**src/sv/ladq_pkg.sv**
```systemverilog
// Package for the linear array deque: request and status codes,
// controller states and the command/status structs between controller and datapath.
// No dependencies.
package ladq_pkg;

  localparam int DEPTH_DEF = 16;
  localparam int DATA_W    = 32;
  localparam int REQ_W     = 3;
  localparam int STAT_W    = 2;

  typedef enum logic [REQ_W-1:0] {
    REQ_PUSH_BACK  = 3'd0,
    REQ_PUSH_FRONT = 3'd1,
    REQ_POP_FRONT  = 3'd2,
    REQ_POP_BACK   = 3'd3,
    REQ_QUERY      = 3'd4
  } req_t;

  typedef enum logic [STAT_W-1:0] {
    ST_OK        = 2'd0,
    ST_OVERFLOW  = 2'd1,
    ST_UNDERFLOW = 2'd2
  } status_t;

  typedef enum logic [1:0] {
    S_IDLE,
    S_EXEC,
    S_READ,
    S_LOAD
  } state_t;

  // controller -> datapath
  typedef struct packed {
    logic capture;  // latch the request beat
    logic exec;     // update indices, write slot
    logic read;     // read front and back slots
    logic load;     // fill the result register
  } ctrl_cmd_t;

  // datapath -> controller
  typedef struct packed {
    logic out_busy; // result register holds a beat that is not taken this cycle
  } dp_stat_t;

endpackage

```
**src/sv/ladq_in_if.sv**
```systemverilog
// Request channel interface: valid/ready handshake with request payload.
// Depends on ladq_pkg.
interface ladq_in_if;
  import ladq_pkg::*;

  logic                     valid;
  logic                     ready;
  logic [REQ_W-1:0]         req_type;
  logic signed [DATA_W-1:0] data;

  modport source (output valid, output req_type, output data, input ready);
  modport sink   (input valid, input req_type, input data, output ready);
endinterface

```
**src/sv/ladq_out_if.sv**
```systemverilog
// Result channel interface: valid/ready handshake with result payload.
// Depends on ladq_pkg.
interface ladq_out_if #(
  parameter int COUNT_W = $clog2(ladq_pkg::DEPTH_DEF + 1)
);
  import ladq_pkg::*;

  logic                     valid;
  logic                     ready;
  logic [STAT_W-1:0]        status;
  logic [COUNT_W-1:0]       count;
  logic signed [DATA_W-1:0] front_value;
  logic signed [DATA_W-1:0] back_value;

  modport source (output valid, output status, output count, output front_value,
                  output back_value, input ready);
  modport sink   (input valid, input status, input count, input front_value,
                  input back_value, output ready);
endinterface

```
**src/sv/linear_array_deque.sv**
```systemverilog
// Linear array deque, top level: joins the controller and datapath to the channels.
// Depends on ladq_pkg, ladq_in_if, ladq_out_if, ladq_ctrl, ladq_dp.
//
//   channel   dir  modport  payload                                   beat when
//   in_chan   in   sink     req_type[2:0], data[31:0] signed          valid & ready
//   out_chan  out  source   status[1:0], count, front/back_value      valid & ready
//
// Steps per request: accept, index update with slot write, registered read of front
//   and back slots, result load. A new request is accepted only after the load.
//   The single-port slot write comes before the registered read of front and back.
// The result register decouples the sides; a stalled out_chan holds the controller
//   in its load step, and in_chan.ready stays low until the result is loaded.
// Reset: rst_n (synchronous, active low) clears the indices, sets the empty flag, resets the
//   controller and clears the result valid. The slot memory is not cleared: empty reads -1.
module linear_array_deque #(
  parameter int DEPTH = ladq_pkg::DEPTH_DEF
) (
  input  logic              clk,
  input  logic              rst_n,
  ladq_in_if.sink           in_chan,
  ladq_out_if.source        out_chan
);
  import ladq_pkg::*;

  // count must hold DEPTH itself
  localparam int COUNT_W = $clog2(DEPTH + 1);

  ctrl_cmd_t cmd;
  dp_stat_t  stat;

  ladq_ctrl u_ctrl (
    .clk      (clk),
    .rst_n    (rst_n),
    .in_valid (in_chan.valid),
    .in_ready (in_chan.ready),
    .stat     (stat),
    .cmd      (cmd)
  );

  ladq_dp #(
    .DEPTH   (DEPTH),
    .COUNT_W (COUNT_W)
  ) u_dp (
    .clk        (clk),
    .rst_n      (rst_n),
    .cmd        (cmd),
    .stat       (stat),
    .in_req     (in_chan.req_type),
    .in_data    (in_chan.data),
    .out_ready  (out_chan.ready),
    .out_valid  (out_chan.valid),
    .out_status (out_chan.status),
    .out_count  (out_chan.count),
    .out_front  (out_chan.front_value),
    .out_back   (out_chan.back_value)
  );

endmodule

```
**src/sv/ladq_ctrl.sv**
```systemverilog
// Deque controller: sequences accept, update, slot read and result load.
// Depends on ladq_pkg.
module ladq_ctrl (
  input  logic                 clk,
  input  logic                 rst_n,
  input  logic                 in_valid,
  output logic                 in_ready,
  input  ladq_pkg::dp_stat_t   stat,
  output ladq_pkg::ctrl_cmd_t  cmd
);
  import ladq_pkg::*;

  state_t state_r, state_nxt;

  always_ff @(posedge clk) begin
    if (!rst_n) begin
      state_r <= S_IDLE;
    end else begin
      state_r <= state_nxt;
    end
  end

  always_comb begin
    state_nxt = state_r;
    cmd       = '0;
    in_ready  = 1'b0;
    unique case (state_r)
      S_IDLE: begin
        in_ready = 1'b1;
        if (in_valid) begin
          cmd.capture = 1'b1;
          state_nxt   = S_EXEC;
        end
      end
      S_EXEC: begin
        cmd.exec  = 1'b1;
        state_nxt = S_READ;
      end
      S_READ: begin
        cmd.read  = 1'b1;
        state_nxt = S_LOAD;
      end
      S_LOAD: begin
        // hold until the result register frees up
        if (!stat.out_busy) begin
          cmd.load  = 1'b1;
          state_nxt = S_IDLE;
        end
      end
      default: state_nxt = S_IDLE;
    endcase
  end

endmodule

```
**src/sv/ladq_dp.sv**
```systemverilog
// Deque datapath: head/tail indices, empty flag, slot memory and result register.
// Depends on ladq_pkg; driven by ladq_ctrl commands.
module ladq_dp #(
  parameter int DEPTH   = ladq_pkg::DEPTH_DEF,
  parameter int COUNT_W = $clog2(DEPTH + 1)
) (
  input  logic                               clk,
  input  logic                               rst_n,
  input  ladq_pkg::ctrl_cmd_t                cmd,
  output ladq_pkg::dp_stat_t                 stat,
  input  logic [ladq_pkg::REQ_W-1:0]         in_req,
  input  logic signed [ladq_pkg::DATA_W-1:0] in_data,
  input  logic                               out_ready,
  output logic                               out_valid,
  output logic [ladq_pkg::STAT_W-1:0]        out_status,
  output logic [COUNT_W-1:0]                 out_count,
  output logic signed [ladq_pkg::DATA_W-1:0] out_front,
  output logic signed [ladq_pkg::DATA_W-1:0] out_back
);
  import ladq_pkg::*;

  localparam int IDX_W = (DEPTH > 1) ? $clog2(DEPTH) : 1;
  localparam logic [IDX_W-1:0] LAST_IDX = IDX_W'(DEPTH - 1);

  // latched request
  logic [REQ_W-1:0]  req_r;
  logic [DATA_W-1:0] data_r;

  // deque state
  logic [IDX_W-1:0] head_r, head_nxt;
  logic [IDX_W-1:0] tail_r, tail_nxt;
  logic             empty_r, empty_nxt;
  status_t          st_r, st_nxt;

  // slot memory
  logic [DATA_W-1:0] mem_r [DEPTH];
  logic              wr_en;
  logic [IDX_W-1:0]  wr_addr;
  logic [DATA_W-1:0] rd_front_r, rd_back_r;

  // result register
  logic                     out_valid_r;
  status_t                  out_st_r;
  logic [COUNT_W-1:0]       out_count_r, count_nxt;
  logic [DATA_W-1:0]        out_front_r, out_back_r;

  always_ff @(posedge clk) begin
    if (cmd.capture) begin
      req_r  <= in_req;
      data_r <= in_data;
    end
  end

  // request decode and index update
  always_comb begin
    head_nxt  = head_r;
    tail_nxt  = tail_r;
    empty_nxt = empty_r;
    st_nxt    = ST_OK;
    wr_en     = 1'b0;
    wr_addr   = '0;
    unique case (req_r) inside
      REQ_PUSH_BACK, REQ_PUSH_FRONT: begin
        if (empty_r) begin
          head_nxt  = '0;
          tail_nxt  = '0;
          empty_nxt = 1'b0;
          wr_en     = 1'b1;
          wr_addr   = '0;
        end else if (req_r == REQ_PUSH_BACK) begin
          if (tail_r == LAST_IDX) begin
            st_nxt = ST_OVERFLOW;
          end else begin
            tail_nxt = tail_r + 1'b1;
            wr_en    = 1'b1;
            wr_addr  = tail_r + 1'b1;
          end
        end else begin
          if (head_r == '0) begin
            st_nxt = ST_OVERFLOW;
          end else begin
            head_nxt = head_r - 1'b1;
            wr_en    = 1'b1;
            wr_addr  = head_r - 1'b1;
          end
        end
      end
      REQ_POP_FRONT, REQ_POP_BACK: begin
        if (empty_r) begin
          st_nxt = ST_UNDERFLOW;
        end else if (head_r == tail_r) begin
          empty_nxt = 1'b1;
          head_nxt  = '0;
          tail_nxt  = '0;
        end else if (req_r == REQ_POP_FRONT) begin
          head_nxt = head_r + 1'b1;
        end else begin
          tail_nxt = tail_r - 1'b1;
        end
      end
      default: ; // query and unused codes
    endcase
  end

  always_ff @(posedge clk) begin
    if (!rst_n) begin
      head_r  <= '0;
      tail_r  <= '0;
      empty_r <= 1'b1;
    end else if (cmd.exec) begin
      head_r  <= head_nxt;
      tail_r  <= tail_nxt;
      empty_r <= empty_nxt;
    end
  end

  always_ff @(posedge clk) begin
    if (cmd.exec) begin
      st_r <= st_nxt;
    end
  end

  always_ff @(posedge clk) begin
    if (cmd.exec && wr_en) begin
      mem_r[wr_addr] <= data_r;
    end
  end

  always_ff @(posedge clk) begin
    if (cmd.read) begin
      rd_front_r <= mem_r[head_r];
      rd_back_r  <= mem_r[tail_r];
    end
  end

  assign count_nxt = empty_r ? '0
                             : COUNT_W'(tail_r) - COUNT_W'(head_r) + COUNT_W'(1);

  always_ff @(posedge clk) begin
    if (!rst_n) begin
      out_valid_r <= 1'b0;
    end else if (cmd.load) begin
      out_valid_r <= 1'b1;
    end else if (out_ready) begin
      out_valid_r <= 1'b0;
    end
  end

  always_ff @(posedge clk) begin
    if (cmd.load) begin
      out_st_r    <= st_r;
      out_count_r <= count_nxt;
      out_front_r <= empty_r ? '1 : rd_front_r;
      out_back_r  <= empty_r ? '1 : rd_back_r;
    end
  end

  assign stat.out_busy = out_valid_r && !out_ready;
  assign out_valid     = out_valid_r;
  assign out_status    = out_st_r;
  assign out_count     = out_count_r;
  assign out_front     = out_front_r;
  assign out_back      = out_back_r;

`ifndef SYNTHESIS
  a_empty_idx: assert property (@(posedge clk) disable iff (!rst_n)
    empty_r |-> (head_r == '0 && tail_r == '0))
    else $error("empty deque with non-zero indices");

  a_order: assert property (@(posedge clk) disable iff (!rst_n)
    !empty_r |-> (head_r <= tail_r))
    else $error("head index past tail index");

  a_load_free: assert property (@(posedge clk) disable iff (!rst_n)
    cmd.load |-> !(out_valid_r && !out_ready))
    else $error("result register overwritten before its beat was taken");

  a_idle_hold: assert property (@(posedge clk) disable iff (!rst_n)
    !cmd.exec |=> ($stable(head_r) && $stable(tail_r) && $stable(empty_r)))
    else $error("deque state moved outside the update cycle");
`endif

endmodule

```
**src/flat_wrapper.sv**
```systemverilog
// flat-port wrapper written by rule: the top's interface ports become plain ports
module linear_array_deque_flat import ladq_pkg::*;
#(
  parameter int DEPTH = ladq_pkg::DEPTH_DEF
)
  (clk, rst_n, in_chan_valid, in_chan_req_type, in_chan_data, in_chan_ready, out_chan_valid, out_chan_status, out_chan_count, out_chan_front_value, out_chan_back_value, out_chan_ready);
  ladq_in_if in_chan_i ();
  ladq_out_if #(.COUNT_W(($clog2(DEPTH + 1)))) out_chan_i ();
  input  logic clk;
  input  logic rst_n;
  input wire logic [$bits(in_chan_i.valid)-1:0] in_chan_valid;
  input wire logic [$bits(in_chan_i.req_type)-1:0] in_chan_req_type;
  input wire logic [$bits(in_chan_i.data)-1:0] in_chan_data;
  output wire logic [$bits(in_chan_i.ready)-1:0] in_chan_ready;
  output wire logic [$bits(out_chan_i.valid)-1:0] out_chan_valid;
  output wire logic [$bits(out_chan_i.status)-1:0] out_chan_status;
  output wire logic [$bits(out_chan_i.count)-1:0] out_chan_count;
  output wire logic [$bits(out_chan_i.front_value)-1:0] out_chan_front_value;
  output wire logic [$bits(out_chan_i.back_value)-1:0] out_chan_back_value;
  input wire logic [$bits(out_chan_i.ready)-1:0] out_chan_ready;
  assign in_chan_i.valid = in_chan_valid;
  assign in_chan_i.req_type = in_chan_req_type;
  assign in_chan_i.data = in_chan_data;
  assign in_chan_ready = in_chan_i.ready;
  assign out_chan_valid = out_chan_i.valid;
  assign out_chan_status = out_chan_i.status;
  assign out_chan_count = out_chan_i.count;
  assign out_chan_front_value = out_chan_i.front_value;
  assign out_chan_back_value = out_chan_i.back_value;
  assign out_chan_i.ready = out_chan_ready;
  linear_array_deque #(.DEPTH(DEPTH)) u_core (.clk(clk), .rst_n(rst_n), .in_chan(in_chan_i), .out_chan(out_chan_i));
endmodule
```
**config.mk**
```make
export PLATFORM = sky130hd
export DESIGN_NAME = linear_array_deque_flat
export DESIGN_NICKNAME = d
export VERILOG_FILES = /design/src/sv/ladq_pkg.sv /design/src/sv/ladq_in_if.sv /design/src/sv/ladq_out_if.sv /design/src/sv/linear_array_deque.sv /design/src/sv/ladq_ctrl.sv /design/src/sv/ladq_dp.sv /design/src/flat_wrapper.sv
export SDC_FILE = /design/constraint.sdc
export NUM_CORES = 1
export LEC_CHECK = 0
export BUFFER_PORTS_ARGS = -buffer_cell sky130_fd_sc_hd__buf_2
export CAP_MARGIN = 20
export CORE_UTILIZATION = 65
export DETAILED_ROUTE_END_ITERATION = 10
export PLACE_DENSITY = 0.83
export SYNTH_ARGS = -nofsm -noshare
export SYNTH_HDL_FRONTEND = slang
export SYNTH_HIERARCHICAL = 1
export SYNTH_SLANG_ARGS = --single-unit
```
**constraint.sdc**
```tcl
create_clock -name clk -period 15.33 [get_ports clk]
set_input_delay 2.2995 -clock clk [delete_from_list [all_inputs] [get_ports clk]]
set_output_delay 2.2995 -clock clk [all_outputs]
set_load 0.01 [all_outputs]
```
==> reports/results.ini <==
[run_status]
status=completed

[sta]
grt_setup_unrepaired=false
worst_slew_pin_slew_ns=1.221
finalClockSkew_ns=0.03567
max_slew_margin_pct=18.61
max_freq_ghz=0.1964
fin_crit_sh_pct=33.21
setup_tns_ns=0
slew_viol_final=0
setup_violations=0
period_needed_ns=5.091
hold_viol=0

[synth]
synthMuxAreaShare_pct=21.73
ys_seq_area_share_pct=69.08
yosysMostFrequentCell=edfxtp_1
synth.avg_cell_area_um2=20.12
synthesis.area_um2=30080
synth_compound_area_share_pct=1.576
yosysWarnings=6
ys_ff_latch=696
synth_fa_ha_area_share_pct=0.7736
synthSimpleGateAreaFrac_pct=4.908
postSynth.topFlopCell=edfxtp_1
synth_edf_count=684
synth_top_area_share_pct=68.28
synthArstFlopShare_pct=0
netlist_instances=1495
yosysTopAreaCell=edfxtp_1
synth_top_family_by_area=multiplexers
synthTopCellsByCount=684 x edfxtp_1, 288 x mux4_2, 137 x nand2_1
yosysUniqueCellTypes=48
synth_xor_xnor_area_share_pct=0.1456
synthTopCellsByArea=edfxtp_1 68%, mux4_2 22%, nand2_1 1.7%, or2_2 1.4%, dfxtp_1 0.80%
synth_nets=1552

[detailed_routing]
routedWlPerCell_um=34.21
wirelength_um=77320
first_pass_iters=6
vias=16684
drc=0
antenna_left=0
drt-initial-drc-count=2410
vias_per_cell=7.382

[cts]
tritoncts=built
numCtsBuffers=69
htreeDepth=3
cts_setup_buffers=0
ctsHoldBuffers=0
cts_resized=0
cts_max_path_buffers=3
worstSkewPairLatency_ns=0.60
root_buffer=clkbuf_16
clk_pin_slew_ns=0.06
cts_sinks=696

[layout]
n_fill_cell=2480
final_layout_size_suffix_gt1_share_pct=38.13
final_cells=2260
area_growth_pct=11.54
seqCellArea_um2=20800
antennaDiodeCount=0
final_nets=1668
multi_input_area_um2=8894

[power_and_ir_drop]
p_per_area_nw_per_um2=133.6
vdd_ir_drop_max_v=0.0001553
leakage_uw=0.01026

[die]
die_h_um=217.1
start_util_pct=66.15
die_w_um=217.1
dieArea_um2=47150
rows=78
core_um2=45480
num_io_pins=112

[worst_setup_path]
cp.arrival_ns=5.35
end_kind=flip-flop
worstPathMaxFanout=70
critPathLaunchType=flip-flop
critPathKind=reg -> reg
worst_ep_required_time_ns=15.59

[grt]
grt_max_degree=114
grt-ovfl-total=0
grtUsageTotal_pct=33.73
grt_pass1_vias=17154
grt_pass1_wl_um=112600
antenna_found_initial=1

[job]
max_cap_viol_count=0

[placement]
io_buffers=111
gp_congestion=0.8876
post-place-cells=2140
place_hpwl_um=38250

[min_path]
hold_class=reg -> reg

cell usage in the layout, fill, tap and decap left out, types with 4 or more instances in the layout:
cell type	netlist	final
clkbuf_16	0	69
nor2b_1	7	6
a21oi_1	8	8
and3_1	34	34
nor2_4	0	12
ha_1	17	16
o21ai_0	4	4
nor3_2	0	4
buf_4	5	30
or2_2	65	65
nand2b_1	4	4
mux2i_1	5	5
a31oi_1	32	32
nor2_1	26	14
edfxtp_1	684	684
clkinv_1	0	9
nand3_1	6	6
dfxtp_4	0	5
bufinv_16	0	8
inv_1	15	15
mux4_2	288	288
dfxtp_2	0	4
nand2_1	137	137
buf_2	20	111
clkbuf_1	45	11
nor3_1	11	7
clkinv_2	0	12
inv_6	0	5
flip-flops by register name, summed over array words and instances (netlist names), 3 cells and up:
register and flops:
u_core/u_dp/tail_r 4, u_core/u_dp/mem_r 512, u_core/u_dp/out_count 5, u_core/u_dp/rd_back_r 32, u_core/u_dp/head_r 4, u_core/u_dp/req_r 3, u_core/u_dp/out_front 32, u_core/u_dp/out_back 32
u_core/u_dp/rd_front_r 32, u_core/u_dp/data_r 32
critical path, stage by stage (launching register included):
cell	delay, ns
dfxtp_4	1.02
buf_4	0.97
ha_1	0.42
and3_1	0.28
or3_4	0.17
o22ai_2	0.11
nand3b_1	0.47
nor2_4	0.75
buf_4	0.47
kinds of logic (layout without fill, tap and decap cells):
group / count (synthesis) / count (layout)
buffers and inverters: 114 / 279
muxes: 293 / 293
AOI/OAI and AO/OA: 67 / 67
and+or+nand+nor: 302 / 302
DFF: 696 / 696
adders and majority gates: 18 / 18
xor gates and xnor gates: 5 / 5
worst paths after layout:
path                                                          from                                   to  slack [ns]  depth (start not counted)
worst min-delay path                 u_core/u_dp/st_r[0]$_DFFE_PP_  u_core/u_dp/out_status[0]$_DFFE_PP_        0.43                          0
worst max register to register  u_core/u_dp/tail_r[1]$_SDFFE_PN0P_   u_core/u_dp/mem_r[5][10]$_DFFE_PP_       10.24                          8
worst min register to register       u_core/u_dp/st_r[0]$_DFFE_PP_  u_core/u_dp/out_status[0]$_DFFE_PP_        0.43                          0
worst max-delay path            u_core/u_dp/tail_r[1]$_SDFFE_PN0P_   u_core/u_dp/mem_r[5][10]$_DFFE_PP_       10.24                          8
power breakdown:
group / internal [uW] / switching, uW
sequential: 2250 / 111
clock: 970 / 720
combinational: 187 / 246
layout make-up:
type                            count  area share (%)
Clock buffer                       81           5.310
Clock inverter                     39           1.249
Inverter                           15          0.1678
Multi-Input combinational cell    685           26.51
Sequential cell                   696           62.00
Tap cell                          600           2.237
Timing Repair Buffer              144           2.528
through the flow:
step / setup WS, ns / power, uW / utilization, % / hold slack (ns) / instance area [um^2]
floorplan: 9.256 / 2640 / - / 0.4003 / 30080
global placement: 10.72 / 2788 / 68.88 / 0.4009 / 31330
detailed placement: 10.56 / 2812 / 68.94 / 0.4142 / 31350
CTS: 10.41 / 4491 / 73.78 / 0.4286 / 33550
global route: 10.25 / 4590 / 73.78 / 0.4390 / 33550
finish: 10.24 / 4483 / 73.78 / 0.4288 / 33550
per-layer routing:
layer	wire, um	up-vias	track usage [%]
met5	11	-	0
met4	3322	2	14.34
met3	11260	272	7.491
met2	36810	1525	52.01
met1	25910	8439	47.53
li1	-	6446	-
(Power assumes the default switching activity.)
